===== src/rtl/spq_pkg.sv =====
// Shared constants and types for the sorted priority queue.
package spq_pkg;

  localparam int DEPTH    = 16;
  localparam int TAG_BITS = 16;
  localparam int PRI_W    = 16;
  localparam int CNT_W    = $clog2(DEPTH + 1);
  localparam int COUNT_W  = 5;

  typedef enum logic {
    OP_INSERT = 1'b0,
    OP_DELETE = 1'b1
  } op_t;

  typedef struct packed {
    logic signed [PRI_W-1:0] pri;
    logic [TAG_BITS-1:0]     tag;
  } entry_t;

  // Broadcast to every cell for the item being accepted.
  typedef struct packed {
    logic   ins;
    logic   del;
    entry_t new_entry;
  } cell_ctrl_t;

endpackage


===== src/rtl/spq_cell.sv =====
// One slot of the sorted row: holds an entry and shifts it left or right.
module spq_cell
  import spq_pkg::*;
(
  input  logic       clk,
  input  cell_ctrl_t ctrl,
  input  logic       valid,
  input  logic       left_ge,
  input  entry_t     left_entry,
  input  entry_t     right_entry,
  output entry_t     entry,
  output logic       ge
);

  // The held entry stays ahead of the new one when its priority is not lower.
  assign ge = valid && (entry.pri >= ctrl.new_entry.pri);

  always_ff @(posedge clk) begin
    if (ctrl.ins) begin
      if (!ge) begin
        if (left_ge) begin
          entry <= ctrl.new_entry;
        end else begin
          entry <= left_entry;
        end
      end
    end else if (ctrl.del) begin
      entry <= right_entry;
    end
  end

endmodule


===== src/rtl/sorted_priority_queue_core.sv =====
// Sorted priority queue: a row of cells kept in priority order, head in cell 0.
// Each accepted item's result is registered in the output register.
// One item per cycle when s_tready is high; all cells compare and shift in the same cycle.
// The next item may be accepted while the output register is being emptied.
// Reset (synchronous, rst high) empties the queue and the output register at once;
// cell contents are left as they are and are never read before being written.
module sorted_priority_queue_core
  import spq_pkg::*;
(
  input  logic        clk,
  input  logic        rst,
  input  logic        s_tvalid,
  output logic        s_tready,
  input  logic [31:0] s_tdata,   // priority_req[15:0], data_tag[31:16]
  input  logic        s_tuser,   // op
  output logic        m_tvalid,
  input  logic        m_tready,
  output logic [39:0] m_tdata,   // out_priority[15:0], out_tag[31:16], count[36:32], zeros
  output logic [2:0]  m_tuser    // got_entry, was_empty, overflow
);

  logic [CNT_W-1:0] count;
  logic [CNT_W-1:0] count_next;
  logic             accept;
  op_t              op;
  cell_ctrl_t       ctrl;
  entry_t           cell_entry [DEPTH];
  logic [DEPTH-1:0] cell_ge;
  logic [DEPTH-1:0] cell_valid;
  logic             full;
  logic             empty;

  logic [TAG_BITS+15:0]      tag_in_ext;
  logic [TAG_BITS+15:0]      tag_out_ext;
  logic [CNT_W+COUNT_W-1:0]  count_ext;

  logic                     got_entry;
  logic                     was_empty;
  logic                     overflow;
  logic signed [PRI_W-1:0]  out_priority;
  logic [15:0]              out_tag;
  logic [COUNT_W-1:0]       out_count;

  assign s_tready = !m_tvalid || m_tready;
  assign accept   = s_tvalid && s_tready;
  assign op       = op_t'(s_tuser);
  assign full     = (count == CNT_W'(DEPTH));
  assign empty    = (count == '0);

  assign tag_in_ext          = {{TAG_BITS{1'b0}}, s_tdata[31:16]};
  assign ctrl.new_entry.pri  = s_tdata[15:0];
  assign ctrl.new_entry.tag  = tag_in_ext[TAG_BITS-1:0];
  assign ctrl.ins            = accept && (op == OP_INSERT) && !full;
  assign ctrl.del            = accept && (op == OP_DELETE) && !empty;

  always_comb begin
    count_next = count;
    if (ctrl.ins) begin
      count_next = count + 1'b1;
    end else if (ctrl.del) begin
      count_next = count - 1'b1;
    end
  end

  for (genvar i = 0; i < DEPTH; i++) begin : g_cell
    assign cell_valid[i] = (CNT_W'(i) < count);
    if (i == 0) begin : g_head
      spq_cell u_cell (
        .clk        (clk),
        .ctrl       (ctrl),
        .valid      (cell_valid[i]),
        .left_ge    (1'b1),
        .left_entry (ctrl.new_entry),
        .right_entry(cell_entry[i+1]),
        .entry      (cell_entry[i]),
        .ge         (cell_ge[i])
      );
    end else if (i == DEPTH - 1) begin : g_tail
      spq_cell u_cell (
        .clk        (clk),
        .ctrl       (ctrl),
        .valid      (cell_valid[i]),
        .left_ge    (cell_ge[i-1]),
        .left_entry (cell_entry[i-1]),
        .right_entry(ctrl.new_entry),
        .entry      (cell_entry[i]),
        .ge         (cell_ge[i])
      );
    end else begin : g_mid
      spq_cell u_cell (
        .clk        (clk),
        .ctrl       (ctrl),
        .valid      (cell_valid[i]),
        .left_ge    (cell_ge[i-1]),
        .left_entry (cell_entry[i-1]),
        .right_entry(cell_entry[i+1]),
        .entry      (cell_entry[i]),
        .ge         (cell_ge[i])
      );
    end
  end

  assign tag_out_ext = {16'b0, cell_entry[0].tag};
  assign count_ext   = {{COUNT_W{1'b0}}, count_next};

  always_ff @(posedge clk) begin
    if (rst) begin
      count    <= '0;
      m_tvalid <= 1'b0;
    end else begin
      count <= count_next;
      if (accept) begin
        m_tvalid <= 1'b1;
      end else if (m_tready) begin
        m_tvalid <= 1'b0;
      end
    end
  end

  // Result payload is captured when the item is accepted.
  always_ff @(posedge clk) begin
    if (accept) begin
      got_entry    <= ctrl.del;
      was_empty    <= (op == OP_DELETE) && empty;
      overflow     <= (op == OP_INSERT) && full;
      out_priority <= ctrl.del ? cell_entry[0].pri : '0;
      out_tag      <= ctrl.del ? tag_out_ext[15:0] : '0;
      out_count    <= count_ext[COUNT_W-1:0];
    end
  end

  assign m_tdata = {3'b000, out_count, out_tag, out_priority};
  assign m_tuser = {overflow, was_empty, got_entry};

endmodule

===== config.mk =====
export PLATFORM = sky130hd
export DESIGN_NAME = sorted_priority_queue_core
export DESIGN_NICKNAME = d
export VERILOG_FILES = /design/src/rtl/spq_pkg.sv /design/src/rtl/spq_cell.sv /design/src/rtl/sorted_priority_queue_core.sv
export SDC_FILE = /design/constraint.sdc
export NUM_CORES = 2
export LEC_CHECK = 0
export BUFFER_PORTS_ARGS = -buffer_cell sky130_fd_sc_hd__buf_2
export CELL_PAD_IN_SITES_DETAIL_PLACEMENT = 0
export CELL_PAD_IN_SITES_GLOBAL_PLACEMENT = 1
export CORE_MARGIN = 2
export CORE_UTILIZATION = 30
export DETAILED_ROUTE_END_ITERATION = 8
export PLACE_DENSITY = 0.55
export SETUP_SLACK_MARGIN = 0.15
export SYNTH_ARGS = -nofsm -noshare
export SYNTH_HDL_FRONTEND = slang
export SYNTH_SLANG_ARGS = --single-unit
export TNS_END_PERCENT = 5

===== constraint.sdc =====
create_clock -name clk -period 8.7 [get_ports clk]
set_input_delay 2.61 -clock clk [delete_from_list [all_inputs] [get_ports clk]]
set_output_delay 2.61 -clock clk [all_outputs]
set_load 0.01 [all_outputs]

**Yosys cells after proc, flatten, opt, wreduce, memory -nomap -nowiden**

Cells that the tools add are included.

- Register bits: 558
- Bits of input ports: 37
- Output and inout bits: 45
- Word-level logic and storage cells: 205

- Add/sub/neg operators: 2
- Order comparisons: 32
- Eq/ne operators: 17
- Multiplexer cells: 67
- Bitwise logic cells: 1
- Reduce and logical (&&, ||, !) cells: 46

Operator list:

| cell | count |
|---|---|
| $mux 32 | 63 |
| $ge 16x16->1 | 16 |
| $lt 4x5->1 const A | 8 |
| $ne 2x2->1 const B | 16 |
| $reduce_and 2->1 | 16 |
| $logic_and 1x1->1 | 23 |
| $lt 3x5->1 const A | 4 |
| $lt 1x5->1 const A | 2 |
| $lt 2x5->1 const A | 2 |
| $mux 5 | 2 |
| $add 5x1->5 const B | 1 |
| $eq 5x5->1 const B | 1 |
| $logic_not 5->1 | 1 |
| $sub 5x1->5 const B | 1 |
| $reduce_bool 2->1 | 2 |
| $logic_not 1->1 | 3 |
| $mux 1 | 2 |
| $logic_or 1x1->1 | 1 |
| $not 1->1 | 1 |

**Depth between registers and ports, before layout**

- Depth in word-level cells: 7
- Mapped depth: 12

**Cells and area by module**

Synthesis repeated with hierarchy kept, for this count alone.

- Cell total of the unflattened synthesis: 3434
- Area total of the unflattened synthesis: 35196.3 um2

Modules (own cells, without submodules):

| module | times used | cells an instance | area each (um2) |
|---|---|---|---|
| spq_cell at g_cell[0].g_head.u_cell ... | 13 | 205 | 2065.7 |
| spq_cell at g_cell[7].g_mid.u_cell ... | 3 | 201 | 2072.0 |
| sorted_priority_queue_core | 1 | 166 | 2125.8 |

**Worst setup path after synthesis**

OpenSTA, ideal clock, no wires.

- Path kind: input port to flip-flop
- Start: in s_tdata[13]
- End: reg g_cell[4].g_mid.u_cell.entry[0] in the netlist's numbering (enable)
- Setup time: 0.466 ns
- Arrival: 6.917 ns
- Data required time: 8.234 ns
- Path slack: 1.317 ns
- Cell stages on the path: 10
- Cell sequence: clkbuf_1 inv_1 ha_1 and3_1 a221oi_1 o21ai_0 o211ai_1 a31oi_4 buf_4 o21ai_0

- Word-level cells in the longest chain between the ends: 4

Ends and longest elaborated chain:

| item | RTL line | RTL |
|---|---|---|
| start, declared | sorted_priority_queue_core.sv:14 | `input logic [31:0] s_tdata,` |
| $ge 16x16->1 | spq_cell.sv:16 | `assign ge = valid && (entry.pri >= ctrl.new_entry.pri);` |
| $logic_and 1x1->1 | spq_cell.sv:16 |  |
| $ne 2x2->1 (no source line) | n/a |  |
| $reduce_and 2->1 (no source line) | n/a |  |
| end signal, assigned | spq_cell.sv:22 | `entry <= ctrl.new_entry;` |
| end signal, assigned | spq_cell.sv:24 | `entry <= left_entry;` |
| end signal, assigned | spq_cell.sv:28 | `entry <= right_entry;` |
| end, declared | spq_cell.sv:11 | `output entry_t entry,` |

Every way passes these cells.
A chain may end at the register's enable or synchronous reset.

**Worst setup path in the final report**

- Start: in s_tdata[15]
- End: reg g_cell[6].g_mid.u_cell.entry[23] in the netlist's numbering (enable)

- Word-level cells in the longest chain between the ends: 4

Ends and longest elaborated chain:

| item | RTL line |
|---|---|
| $ge 16x16->1 | spq_cell.sv:16 |
| $logic_and 1x1->1 | spq_cell.sv:16 |
| $ne 2x2->1 (no source line) | n/a |
| $reduce_and 2->1 (no source line) | n/a |
| end signal, assigned | spq_cell.sv:22 |
| end signal, assigned | spq_cell.sv:24 |
| end signal, assigned | spq_cell.sv:28 |
| end, declared | spq_cell.sv:11 |

Every way passes these cells.

==> flow_summary.ini <==
[status]
status = complete, no violations

[synthesis]
synth.top_cell.area_share_pct = 51.86
syn_inst = 2814
synth_top_cell_by_area = edfxtp_1
synth_seq_cells = 558
yosysSeqAreaShare_pct = 52.24
yosysWarnings = 0
synth_flop_cell = edfxtp_1
avgSynthCellArea_sq_um = 11.36
synth.distinct_cells = 68
synth_async_sr_flop_share_pct = 0
synth_area_sq_um = 31960
synth_enable_flop_cells = 552
yosys-top-cells-area = edfxtp_1 (52%), ha_1 (10%), a221o_1 (8.9%), nor2_1 (4.4%), mux2i_1 (4.1%)

[power_and_ir_drop]
p_int_mw = 5.785
p_leak_nw = 13.28
sw_frac_of_total_pct = 30.65
power_switching_mw = 2.557
pwr-share-seq_pct = 45.4
p_per_area_nw_per_um2 = 231.3
ir_drop_mv = 0.1130
pwr-share-clk_pct = 35.2
pwr-share-comb_pct = 19.4

[timing]
hold_violations = 0
setup_tns_ns = 0
skew_ns = 0.03149
worst_pin_slew_ns = 1.318
setup_viol = 0
maxSlewViolCount = 0
max_freq_mhz = 151.9
grt_setup_unrepaired = no
period_share_pct = 75.66
slew-limit-headroom_pct = 12.05
finalCriticalPeriod_ns = 6.582
fin_hold_ws_ns = 0.5540

[clock_network]
htreeDepth = 3
cts_tree = built
clkSinkCount = 558
postCtsSetupRepairBufs = 0
root_buffer = clkbuf_16
cts_buffer_depth = 3
cts_hold_buf = 0
path_clk_slew_ns = 0.06
cts.repair.resized = 0
cts-buffers-inserted = 68
clock_latency_ns = 0.62

[drt]
routed_wl_um = 118700
via_per_inst = 5.720
drtIter0Drc = 2520
ant_nets = 0
dr.pass1.iters = 6
routedWlPerCell_um = 27.95
post-route-drc-count = 0
via_count = 24297

[floorplanning]
fp.dieW_um = 330.4
fp.dieArea_sq_um = 109200
die_h_um = 330.4
rows = 119
ios = 82
fp.coreArea_sq_um = 105400
initial_utilization_pct = 30.32

[run]
drv_cap = 0

[global_route]
grt_pass1_wl_um = 172000
overflow = 0
grt_antenna_before_repair = 1
grt_usage_pct = 21.46
grt_max_degree = 140
grt_pass1_vias = 24246

[finish]
final_cell_mix = edfxtp_1 (552), nor2_1 (373), a221o_1 (285)
areaGrowthSynthToFinish_pct = 12.80
drive_gt1_share_pct = 9.205
fin_nets = 3099
diodes = 0
layout_commonest_cell = edfxtp_1

[placed_design]
place_hpwl_um = 79470
io_buffers = 78
gp_congestion = 0.8902

[setup_path]
crit_type = primary input to flip-flop
cp-start-kind = primary input
r2r_setup_slack_ns = 4.27
rr_startpoint = count[1]
critPathRequiredTime_ns = 8.93
worstRegToRegCells = 9
reg2reg_to = g_cell[6].g_mid.u_cell.entry[0]
path_max_fanout = 33
cp.arrival_ns = 6.82
endpoint_kind = flip-flop

[worst_hold_path]
min_to = g_cell[14].g_mid.u_cell.entry[12]
hp-class = flip-flop to flip-flop
hold_start = g_cell[15].g_tail.u_cell.entry[12]
hold_depth = 1
[final cells by class]
cell class | instances | area [sq um]
fillers | 10554 | 69360
inverters | 52 | 195.2
repair buffers | 122 | 758.2
flip-flops and latches | 558 | 16700
well taps | 1391 | 1740
multi-input cells | 2001 | 14440
clock inverters | 35 | 374.1
clock buffers | 89 | 1854
[worst max-delay path by stage]
stage / from / end / slack [ns]
final: s_tdata[15] / g_cell[6].g_mid.u_cell.entry[23] / 2.12
after global placement: s_tdata[15] / g_cell[6].g_mid.u_cell.entry[5] / 1.69
after floorplan: s_tdata[13] / g_cell[4].g_mid.u_cell.entry[0] / 1.32
after detailed placement: s_tdata[15] / g_cell[6].g_mid.u_cell.entry[6] / 1.58
after CTS: s_tdata[15] / g_cell[6].g_mid.u_cell.entry[23] / 2.23
after global routing: s_tdata[15] / g_cell[6].g_mid.u_cell.entry[23] / 1.91
[state kept, by name (all words and copies together) (netlist names)]
register,cells
g_cell.g_mid.u_cell.entry,448
g_cell.g_head.u_cell.entry,32
g_cell.g_tail.u_cell.entry,32
out_priority,16
out_tag,16
count,5
out_count,5
got_entry,1
m_tvalid,1
overflow,1
was_empty,1
[worst max-delay path: stages]
cell      delay [ns]
buf_2           0.30
inv_1           0.35
buf_4           0.31
ha_1            0.40
nand2_1         0.13
nor4_1          0.56
a21boi_1        0.39
nor2_1          0.12
o221ai_4        0.17
buf_4           0.44
and2_1          0.22
nand2b_2        0.72
[metrics by stage]
stage | instance area (sq um) | power [mW] | cells | setup slack (ns) | util, %
5_1_grt | 36060 | 8.673 | 4248 | 1.914 | 34.20
4_1_cts | 36060 | 8.377 | 4248 | 2.225 | 34.20
3_3_place_gp | 33830 | 5.415 | 4124 | 1.692 | 32.09
3_5_place_dp | 33830 | 5.441 | 4124 | 1.581 | 32.09
6_report | 36060 | 8.341 | 4248 | 2.118 | 34.20
2_1_floorplan | 31970 | 4.755 | 2816 | 1.317 | -
[power by group through the flow]
stage          combinational, mW  sequential (mW)  clock, mW
2_1_floorplan               1.08             3.67          0
3_3_place_gp                1.58             3.83          0
3_5_place_dp                1.61             3.83          0
4_1_cts                     1.62             3.78       2.98
5_1_grt                     1.78             3.81       3.08
6_report                    1.62             3.78       2.94
[metal layers]
| layer | track usage, % | routed length, um | part of all wire (%) |
|---|---|---|---|
| met1 | 28.79 | 51820 | 44 |
| met2 | 35.65 | 56410 | 48 |
| met3 | 2.629 | 6354 | 5.4 |
| met4 | 7.604 | 4158 | 3.5 |
| met5 | 0 | 0 | 0 |
[cells in the mapped netlist, types with 13 or more instances]
library cell and count:
o211ai_1 14, and2_1 40, nor2b_1 59, nand2b_1 20, mux2_1 30, o21ai_0 61
clkbuf_1 136, edfxtp_1 552, nand2_1 244, nand3_1 22, inv_1 51, nand4_1 43
a221o_1 285, mux2i_1 132, nor2_1 373, buf_4 14, o21ai_1 40, buf_1 13
a21o_1 33, ha_1 259, a21oi_1 220, buf_2 35
[cells by family after synthesis]
group                      after synthesis  synth area share (%)
buffers and inverters                  257                 3.484
muxes                                  166                 5.332
and+or+nand+nor                        848                 11.84
DFF                                    558                 52.24
xor gates and xnor gates                 3               0.08222
other                                    1               0.01173
AOI/OAI and AO/OA                      722                 16.88
adders and majority gates              259                 10.14
(Power assumes the default switching activity.)
